[config.mk]
export PLATFORM = sky130hd
export DESIGN_NAME = xoshiro256ss_prng_splitmix_seed_flat
export DESIGN_NICKNAME = d
export VERILOG_FILES = /design/src/rtl/xsr_pkg.sv /design/src/rtl/xsr_req_if.sv /design/src/rtl/xsr_rsp_if.sv /design/src/rtl/xoshiro256ss_prng_splitmix_seed.sv /design/src/rtl/xsr_ctrl.sv /design/src/rtl/xsr_datapath.sv /design/src/flat_wrapper.sv
export VERILOG_INCLUDE_DIRS = /design/src /design/src/rtl
export SDC_FILE = /design/constraint.sdc
export NUM_CORES = 2
export LEC_CHECK = 0
export ABC_AREA = 1
export BUFFER_PORTS_ARGS = -buffer_cell sky130_fd_sc_hd__buf_2
export CORE_UTILIZATION = 50
export DETAILED_ROUTE_END_ITERATION = 16
export HOLD_SLACK_MARGIN = 0.12
export PLACE_DENSITY = 0.74
export RECOVER_POWER = 50
export SETUP_SLACK_MARGIN = 0.05
export SYNTH_ARGS = -nofsm -noshare
export SYNTH_HDL_FRONTEND = slang
export SYNTH_SLANG_ARGS = --single-unit
[constraint.sdc]
create_clock -name clk -period 11.3 [get_ports clk]
set_input_delay 0 -clock clk [delete_from_list [all_inputs] [get_ports clk]]
set_output_delay 0 -clock clk [all_outputs]
set_load 0.05 [all_outputs]
[src/rtl/xoshiro256ss_prng_splitmix_seed_assert.svh]
// Assertion macros for the files that check their own logic.
// Each macro takes a label, an antecedent, a consequent and a message.
`ifndef XOSHIRO256SS_PRNG_SPLITMIX_SEED_ASSERT_SVH
`define XOSHIRO256SS_PRNG_SPLITMIX_SEED_ASSERT_SVH

// The consequent must hold in the same cycle as the antecedent.
`define XSR_ASSERT_SAME(lbl, ante, cons, msg) \
	lbl: assert property (@(posedge clk) disable iff (!arst_n) (ante) |-> (cons)) \
		else $error(msg);

// The consequent must hold in the cycle after the antecedent.
`define XSR_ASSERT_NEXT(lbl, ante, cons, msg) \
	lbl: assert property (@(posedge clk) disable iff (!arst_n) (ante) |=> (cons)) \
		else $error(msg);

`endif

[src/rtl/xsr_pkg.sv]
`timescale 1ns / 1ps
`default_nettype none
package xsr_pkg;
	localparam int WORD_W = 64;
	localparam int HALF_W = 32;
	localparam int FRAC_W = 53;

	localparam logic CMD_NEXT = 1'b0;
	localparam logic CMD_SEED = 1'b1;

	localparam logic [WORD_W-1:0] GOLDEN_GAMMA = 64'h9e3779b97f4a7c15;
	localparam logic [WORD_W-1:0] MIX_MUL_A    = 64'hbf58476d1ce4e5b9;
	localparam logic [WORD_W-1:0] MIX_MUL_B    = 64'h94d049bb133111eb;

	// Partial product selected in each cycle of a 64-bit modular multiply.
	localparam logic [1:0] PP_LL = 2'd0;
	localparam logic [1:0] PP_LH = 2'd1;
	localparam logic [1:0] PP_HL = 2'd2;

	typedef struct packed {
		logic       busy;
		logic       load_seed;
		logic       step;
		logic       load_out;
		logic       prep;
		logic       mul_en;
		logic [1:0] mul_k;
		logic       mul_b;
		logic       mid;
		logic       store;
		logic [1:0] word_idx;
	} xsr_cmd_t;
endpackage
`default_nettype wire

[src/rtl/xsr_req_if.sv]
`timescale 1ns / 1ps
`default_nettype none
interface xsr_req_if import xsr_pkg::*; ();
	logic              valid;
	logic              ready;
	logic              command;
	logic [WORD_W-1:0] seed_value;

	modport source (output valid, output command, output seed_value, input ready);
	modport sink (input valid, input command, input seed_value, output ready);
endinterface
`default_nettype wire

[src/rtl/xsr_rsp_if.sv]
`timescale 1ns / 1ps
`default_nettype none
interface xsr_rsp_if import xsr_pkg::*; ();
	logic              valid;
	logic              ready;
	logic [WORD_W-1:0] random_word;
	logic [FRAC_W-1:0] uniform_fraction;

	modport source (output valid, output random_word, output uniform_fraction, input ready);
	modport sink (input valid, input random_word, input uniform_fraction, output ready);
endinterface
`default_nettype wire

[src/rtl/xoshiro256ss_prng_splitmix_seed.sv]
// Channel   Modport  Transaction
// request   sink     command (0 next, 1 reseed) and 64-bit seed value
// result    source   random word and 53-bit uniform fraction, one per next command
//
// A next command is taken every cycle while no reseed runs and the result path is not stalled;
// the scrambler stage loads at the accepting edge, then the output register loads the result.
// A reseed holds request.ready low through four splitmix64 rounds, each in prep, multiply,
// mid, multiply and store, the shared 32x32 multiplier summing three partial products each.
// Reset clears the generator state to zero and empties the result path.
// A stalled result channel stops the input once the scrambler stage is also full.
`timescale 1ns / 1ps
`default_nettype none
`include "xoshiro256ss_prng_splitmix_seed_assert.svh"
module xoshiro256ss_prng_splitmix_seed import xsr_pkg::*; (
	input  logic      clk,
	input  logic      arst_n,
	xsr_req_if.sink   request,
	xsr_rsp_if.source result
);
	xsr_cmd_t cmd;

	xsr_ctrl u_ctrl (
		.clk        (clk),
		.arst_n     (arst_n),
		.in_valid   (request.valid),
		.in_command (request.command),
		.out_ready  (result.ready),
		.in_ready   (request.ready),
		.out_valid  (result.valid),
		.cmd        (cmd)
	);

	xsr_datapath u_datapath (
		.clk              (clk),
		.arst_n           (arst_n),
		.cmd              (cmd),
		.seed_value       (request.seed_value),
		.random_word      (result.random_word),
		.uniform_fraction (result.uniform_fraction)
	);

	`XSR_ASSERT_SAME(a_busy_blocks_input, cmd.busy, !request.ready, "input taken while reseeding")
	`XSR_ASSERT_NEXT(a_seed_starts_busy, request.valid && request.ready && request.command == CMD_SEED, cmd.busy, "reseed did not start")
	`XSR_ASSERT_SAME(a_fraction_matches, result.valid, result.uniform_fraction == result.random_word[WORD_W-1:WORD_W-FRAC_W], "fraction differs from word")
endmodule
`default_nettype wire

[src/rtl/xsr_ctrl.sv]
`timescale 1ns / 1ps
`default_nettype none
module xsr_ctrl import xsr_pkg::*; (
	input  logic     clk,
	input  logic     arst_n,
	input  logic     in_valid,
	input  logic     in_command,
	input  logic     out_ready,
	output logic     in_ready,
	output logic     out_valid,
	output xsr_cmd_t cmd
);
	localparam logic [2:0] ST_IDLE  = 3'd0;
	localparam logic [2:0] ST_PREP  = 3'd1;
	localparam logic [2:0] ST_MUL   = 3'd2;
	localparam logic [2:0] ST_MID   = 3'd3;
	localparam logic [2:0] ST_STORE = 3'd4;

	logic [2:0] state_q, state_d;
	logic [1:0] word_q, word_d;
	logic [1:0] pp_q, pp_d;
	logic       mulb_q, mulb_d;
	logic       s1v_q;
	logic       outv_q;
	logic       adv;
	logic       take;

	assign adv       = !outv_q || out_ready;
	assign in_ready  = (state_q == ST_IDLE) && (!s1v_q || adv);
	assign take      = in_valid && in_ready;
	assign out_valid = outv_q;

	always_comb begin
		state_d       = state_q;
		word_d        = word_q;
		pp_d          = pp_q;
		mulb_d        = mulb_q;
		cmd           = '0;
		cmd.busy      = (state_q != ST_IDLE);
		cmd.load_out  = s1v_q && adv;
		cmd.mul_k     = pp_q;
		cmd.mul_b     = mulb_q;
		cmd.word_idx  = word_q;
		case (state_q)
			ST_IDLE: begin
				if (take && (in_command == CMD_SEED)) begin
					cmd.load_seed = 1'b1;
					word_d        = 2'd0;
					state_d       = ST_PREP;
				end else if (take) begin
					cmd.step = 1'b1;
				end
			end
			ST_PREP: begin
				cmd.prep = 1'b1;
				pp_d     = PP_LL;
				mulb_d   = 1'b0;
				state_d  = ST_MUL;
			end
			ST_MUL: begin
				cmd.mul_en = 1'b1;
				if (pp_q == PP_HL) begin
					pp_d    = PP_LL;
					state_d = mulb_q ? ST_STORE : ST_MID;
				end else begin
					pp_d = pp_q + 2'd1;
				end
			end
			ST_MID: begin
				cmd.mid = 1'b1;
				mulb_d  = 1'b1;
				state_d = ST_MUL;
			end
			ST_STORE: begin
				cmd.store = 1'b1;
				if (word_q == 2'd3) begin
					state_d = ST_IDLE;
				end else begin
					word_d  = word_q + 2'd1;
					state_d = ST_PREP;
				end
			end
			default: begin
				state_d = ST_IDLE;
			end
		endcase
	end

	always_ff @(posedge clk or negedge arst_n) begin
		if (!arst_n) begin
			state_q <= ST_IDLE;
			word_q  <= 2'd0;
			pp_q    <= PP_LL;
			mulb_q  <= 1'b0;
			s1v_q   <= 1'b0;
			outv_q  <= 1'b0;
		end else begin
			state_q <= state_d;
			word_q  <= word_d;
			pp_q    <= pp_d;
			mulb_q  <= mulb_d;
			if (cmd.step) begin
				s1v_q <= 1'b1;
			end else if (cmd.load_out) begin
				s1v_q <= 1'b0;
			end
			if (cmd.load_out) begin
				outv_q <= 1'b1;
			end else if (out_ready) begin
				outv_q <= 1'b0;
			end
		end
	end
endmodule
`default_nettype wire

[src/rtl/xsr_datapath.sv]
`timescale 1ns / 1ps
`default_nettype none
module xsr_datapath import xsr_pkg::*; (
	input  logic              clk,
	input  logic              arst_n,
	input  xsr_cmd_t          cmd,
	input  logic [WORD_W-1:0] seed_value,
	output logic [WORD_W-1:0] random_word,
	output logic [FRAC_W-1:0] uniform_fraction
);
	logic [WORD_W-1:0] s_q [4];
	logic [WORD_W-1:0] acc_q;
	logic [WORD_W-1:0] x_q;
	logic [WORD_W-1:0] prod_q;
	logic [WORD_W-1:0] m5_s1;
	logic [WORD_W-1:0] word_q;

	logic [WORD_W-1:0] acc_next;
	logic [WORD_W-1:0] n0, n1, n2, n3;
	logic [WORD_W-1:0] rot_w;
	logic [WORD_W-1:0] konst;
	logic [HALF_W-1:0] mul_a, mul_b;
	logic [WORD_W-1:0] mul_p;

	assign acc_next = acc_q + GOLDEN_GAMMA;

	assign n2 = s_q[2] ^ s_q[0];
	assign n3 = s_q[3] ^ s_q[1];
	assign n1 = s_q[1] ^ n2;
	assign n0 = s_q[0] ^ n3;

	assign rot_w = {m5_s1[WORD_W-8:0], m5_s1[WORD_W-1:WORD_W-7]};

	assign konst = cmd.mul_b ? MIX_MUL_B : MIX_MUL_A;
	assign mul_a = (cmd.mul_k == PP_HL) ? x_q[WORD_W-1:HALF_W] : x_q[HALF_W-1:0];
	assign mul_b = (cmd.mul_k == PP_LH) ? konst[WORD_W-1:HALF_W] : konst[HALF_W-1:0];
	assign mul_p = WORD_W'(mul_a) * WORD_W'(mul_b);

	assign random_word      = word_q;
	assign uniform_fraction = word_q[WORD_W-1:WORD_W-FRAC_W];

	always_ff @(posedge clk or negedge arst_n) begin
		if (!arst_n) begin
			for (int i = 0; i < 4; i++) begin
				s_q[i] <= '0;
			end
		end else if (cmd.step) begin
			s_q[0] <= n0;
			s_q[1] <= n1;
			s_q[2] <= n2 ^ (s_q[1] << 17);
			s_q[3] <= {n3[WORD_W-46:0], n3[WORD_W-1:WORD_W-45]};
		end else if (cmd.store) begin
			s_q[cmd.word_idx] <= prod_q ^ (prod_q >> 31);
		end
	end

	always_ff @(posedge clk) begin
		if (cmd.load_seed) begin
			acc_q <= seed_value;
		end else if (cmd.prep) begin
			acc_q <= acc_next;
		end
		if (cmd.prep) begin
			x_q <= acc_next ^ (acc_next >> 30);
		end else if (cmd.mid) begin
			x_q <= prod_q ^ (prod_q >> 27);
		end
		if (cmd.mul_en) begin
			if (cmd.mul_k == PP_LL) begin
				prod_q <= mul_p;
			end else begin
				prod_q[WORD_W-1:HALF_W] <= prod_q[WORD_W-1:HALF_W] + mul_p[HALF_W-1:0];
			end
		end
		if (cmd.step) begin
			m5_s1 <= s_q[1] + (s_q[1] << 2);
		end
		if (cmd.load_out) begin
			word_q <= rot_w + (rot_w << 3);
		end
	end
endmodule
`default_nettype wire

[src/flat_wrapper.sv]
// flat-port wrapper written by rule: the top's interface ports become plain ports
module xoshiro256ss_prng_splitmix_seed_flat import xsr_pkg::*;
  (clk, arst_n, request_valid, request_command, request_seed_value, request_ready, result_valid, result_random_word, result_uniform_fraction, result_ready);
  xsr_req_if request_i ();
  xsr_rsp_if result_i ();
  input  logic clk;
  input  logic arst_n;
  input wire logic [$bits(request_i.valid)-1:0] request_valid;
  input wire logic [$bits(request_i.command)-1:0] request_command;
  input wire logic [$bits(request_i.seed_value)-1:0] request_seed_value;
  output wire logic [$bits(request_i.ready)-1:0] request_ready;
  output wire logic [$bits(result_i.valid)-1:0] result_valid;
  output wire logic [$bits(result_i.random_word)-1:0] result_random_word;
  output wire logic [$bits(result_i.uniform_fraction)-1:0] result_uniform_fraction;
  input wire logic [$bits(result_i.ready)-1:0] result_ready;
  assign request_i.valid = request_valid;
  assign request_i.command = request_command;
  assign request_i.seed_value = request_seed_value;
  assign request_ready = request_i.ready;
  assign result_valid = result_i.valid;
  assign result_random_word = result_i.random_word;
  assign result_uniform_fraction = result_i.uniform_fraction;
  assign result_i.ready = result_ready;
  xoshiro256ss_prng_splitmix_seed u_core (.clk(clk), .arst_n(arst_n), .request(request_i), .result(result_i));
endmodule
==> flow_metrics.env <==
export IMPL_routabilityCongestion=1.11
export IMPL_ys_async_sr_fraction_pct=45.4
export IMPL_ys_top_cells_by_area="fa_1 23%, edfxtp_1 13%, inv_1 9.3%, dfrtp_1 9.3%, ha_1 8.6%"
export IMPL_vias=64933
export IMPL_crit_slowest_cell="fa_1"
export IMPL_r2r_setup_slack_ns=0.67
export IMPL_yosys_warnings=0
export IMPL_slew_viol_final=637
export IMPL_area_growth_pct=7.99
export IMPL_crit_path_end_kind="register"
export IMPL_htreeDepth=3
export IMPL_fin_nets=10588
export IMPL_globalRouteMet1Util_pct=53.3
export IMPL_start_util_pct=50.5
export IMPL_n_fill_cell=13512
export IMPL_avgViaCountPerCell=5.82
export IMPL_max_freq_ghz=0.0940
export IMPL_yosys_area_top_type="fa_1"
export IMPL_clkTransAtPathRegs_ns=0.06
export IMPL_tritoncts="built"
export IMPL_ys_types=54
export IMPL_timing_rr_end="u_core.u_datapath.prod_q[60]"
export IMPL_die_height_um=381
export IMPL_maxCapViolCount=10
export IMPL_die_area_um2=145000
export IMPL_tightest_slew_ns=6.48
export IMPL_failed_checks="capacitance limit, slew limit"
export IMPL_cts_root_buffer="clkbuf_16"
export IMPL_drt_iter0_drc=8067
export IMPL_numPortBuffers=187
export IMPL_ant_nets=0
export IMPL_crit_top_cell="inv_1"
export IMPL_grt_total_usage_pct=39.4
export IMPL_crit_start="u_core.u_ctrl.pp_q[0]"
export IMPL_synthesis_instances=9020
export IMPL_min_period_over_period_pct=94.1
export IMPL_timing_rr_start="u_core.u_ctrl.pp_q[0]"
export IMPL_met2_usage_pct=57.3
export IMPL_worstRegToRegCells=36
export IMPL_fin_crit_ns=10.63
export IMPL_clock_sinks=586
export IMPL_syn_avg_cell_area_um2=7.94
export IMPL_start_kind="register"
export IMPL_synth_area_um2=71600
export IMPL_skew_ns=0.0335
export IMPL_dpl_hpwl_um=241000
export IMPL_grt_antenna_before_repair=9
export IMPL_detail_route_wl_per_cell_um=25.7
export IMPL_firstDrtPassIters=6
export IMPL_grt_max_degree=148
export IMPL_grt_busiest_layer="met2"
export IMPL_critPathMaxStageDelay_ns=0.57
export IMPL_status="finished, violations left"
export IMPL_path_class="register to register"
export IMPL_ys_ff_latch=586
export IMPL_synth_edff_count=320
export IMPL_yosysTopAreaCellShare_pct=22.9
export IMPL_setup_viol=0
export IMPL_core_rowCount=138
export IMPL_grt_pass1_vias=63897
export IMPL_wl_um=286000
export IMPL_fp_coreArea_um2=142000
export IMPL_finalHoldViolCount=0
export IMPL_synth_ff_type="edfxtp_1"
export IMPL_grt_overflow=0
export IMPL_crit_end="u_core.u_datapath.prod_q[60]"
export IMPL_cp_required_ns=11.67
export IMPL_ys_seq_area_share_pct=22.7
export IMPL_cts_buffer_depth=3
export IMPL_rsz0062_at_grt="no"
export IMPL_cts_made_buffers=67
export IMPL_worst_slew_margin_rel_pct=-332
export IMPL_worstPathMaxFanout=26
export IMPL_drive_gt1_share_pct=4.00
export IMPL_fp_dieW_um=381
export IMPL_grtUsageMet3_pct=11.9
export IMPL_insertion_delay_ns=0.66
export IMPL_fin_tns_setup_ns=0
export IMPL_io_pins=188
export IMPL_grt_first_pass_wirelength_um=418000
export IMPL_drcViolationCount=0
export IMPL_syn_nets=10398
export IMPL_hp_class="input port to register"
export IMPL_arrival_ns=11.00
cells by family after synthesis:
| family | share of synthesized area (%) |
|---|---|
| adder cells (fa/ha/maj) | 31.4 |
| XOR/XNOR | 4.71 |
| buffers and inverters | 11.4 |
| flip-flops | 22.7 |
| AND/OR/NAND/NOR | 18.9 |
| AO/OA/AOI/OAI | 10.8 |
| other | 0.0105 |
cell usage after synthesis, types with 7 or more instances:
cell type  number
o21a_1         13
nor4_1         12
buf_4          60
o21ai_0       488
nand4_1        53
clkbuf_1      118
buf_2          78
xnor2_1       120
fa_1          819
buf_1           9
o21ai_2        12
a31oi_1        79
nand2_2         9
buf_6          11
nor3_1         89
and2_1          7
xor2_1        265
ha_1          490
nand2_1      1587
or2_2          11
a21boi_0        9
nor3b_1        18
inv_2          12
a32oi_1        70
nor2_2          7
nor2_1       1061
nand3_1       408
o22ai_1        64
a21oi_1       400
o21ai_1        81
o21bai_1       38
edfxtp_1      320
a21o_1         32
inv_1        1775
nand3b_1       40
dfrtp_1       266
o211ai_1       62
worst min-delay path by stage:
stage | cells past startpoint | startpoint | slack, ns | end
2_1_floorplan | 0 | arst_n | -0.30 | u_core.u_ctrl.mulb_q
3_3_place_gp | 1 | arst_n | 0.19 | u_core.u_datapath.s_q[78]
3_5_place_dp | 1 | arst_n | 0.19 | u_core.u_datapath.s_q[78]
4_1_cts | 4 | request_seed_value[13] | 0.12 | u_core.u_datapath.acc_q[13]
5_1_grt | 4 | request_seed_value[13] | 0.18 | u_core.u_datapath.acc_q[13]
6_report | 4 | request_seed_value[24] | 0.16 | u_core.u_datapath.acc_q[24]
sequential cells by signal (all words and copies together) (netlist names):
signal and cells:
u_core.u_ctrl.word_q 2, u_core.u_datapath.acc_q 64, u_core.u_ctrl.pp_q 2, u_core.u_datapath.m5_s1 64, u_core.u_ctrl.mulb_q 1, u_core.u_datapath.prod_q 64
u_core.u_datapath.random_word 64, u_core.u_datapath.x_q 64, u_core.u_ctrl.s1v_q 1, u_core.u_ctrl.state_q 3, u_core.u_ctrl.out_valid 1, u_core.u_datapath.s_q 256
cells in the final DEF (no fill, tap or decap), types with 70 or more instances in the layout:
cell type | Yosys | layout
a21oi_1 | 400 | 399
a31oi_1 | 79 | 80
a32oi_1 | 70 | 70
buf_4 | 60 | 130
clkbuf_1 | 118 | 141
clkbuf_16 | 0 | 70
dfrtp_1 | 266 | 266
edfxtp_1 | 320 | 320
fa_1 | 819 | 819
ha_1 | 490 | 490
inv_1 | 1775 | 1774
nand2_1 | 1587 | 1583
nand3_1 | 408 | 408
nor2_1 | 1061 | 1057
nor3_1 | 89 | 88
o21ai_0 | 488 | 490
o21ai_1 | 81 | 81
xnor2_1 | 120 | 120
xor2_1 | 265 | 265
worst max-delay path: cells and delay by family (launching register included):
kind | cells | cell delay, ns
AO/OA/AOI/OAI | 6 | 1.02
AND/OR/NAND/NOR | 9 | 1.85
flip-flops | 1 | 0.39
buffers and inverters | 10 | 1.72
XOR/XNOR | 1 | 0.41
adder cells (fa/ha/maj) | 10 | 4.94
timing repair:
item / CTS / global route
hold buffers: 68 / 0
hold endpoints to repair: 188 / 0
resized for setup: 0 / 0
setup buffers: 0 / 0
through the flow:
step / worst slack [ns] / cell area (um2) / std cells / hold slack (ns) / utilization [%]
2_1_floorplan: 2.93 / 71600 / 9020 / -0.296 / -
3_3_place_gp: 0.914 / 74700 / 10963 / 0.187 / 52.6
3_5_place_dp: 0.880 / 74700 / 10963 / 0.188 / 52.6
4_1_cts: 0.868 / 77600 / 11148 / 0.125 / 54.7
5_1_grt: 0.255 / 77400 / 11148 / 0.178 / 54.5
6_report: 0.665 / 77400 / 11150 / 0.156 / 54.5
layout make-up:
| type | count | area (um2) | area share (%) |
|---|---|---|---|
| Clock buffer | 89 | 1920 | 2.49 |
| Inverter | 1788 | 6720 | 8.68 |
| Antenna cell | 2 | 5.00 | 0.00647 |
| Clock inverter | 28 | 328 | 0.424 |
| Tap cell | 1890 | 2360 | 3.06 |
| Multi-Input combinational cell | 6370 | 47300 | 61.1 |
| Sequential cell | 586 | 16300 | 21.0 |
| Timing Repair Buffer | 397 | 2500 | 3.23 |
per-layer routing:
layer,up-vias,part of all wire [%]
li1,28907,-
met1,31521,40
met2,3805,41
met3,688,12
met4,12,6.0
met5,-,0.049
Power is not shown: default switching activity piles up to over one toggle a cycle in this logic, so the estimate is an artifact.
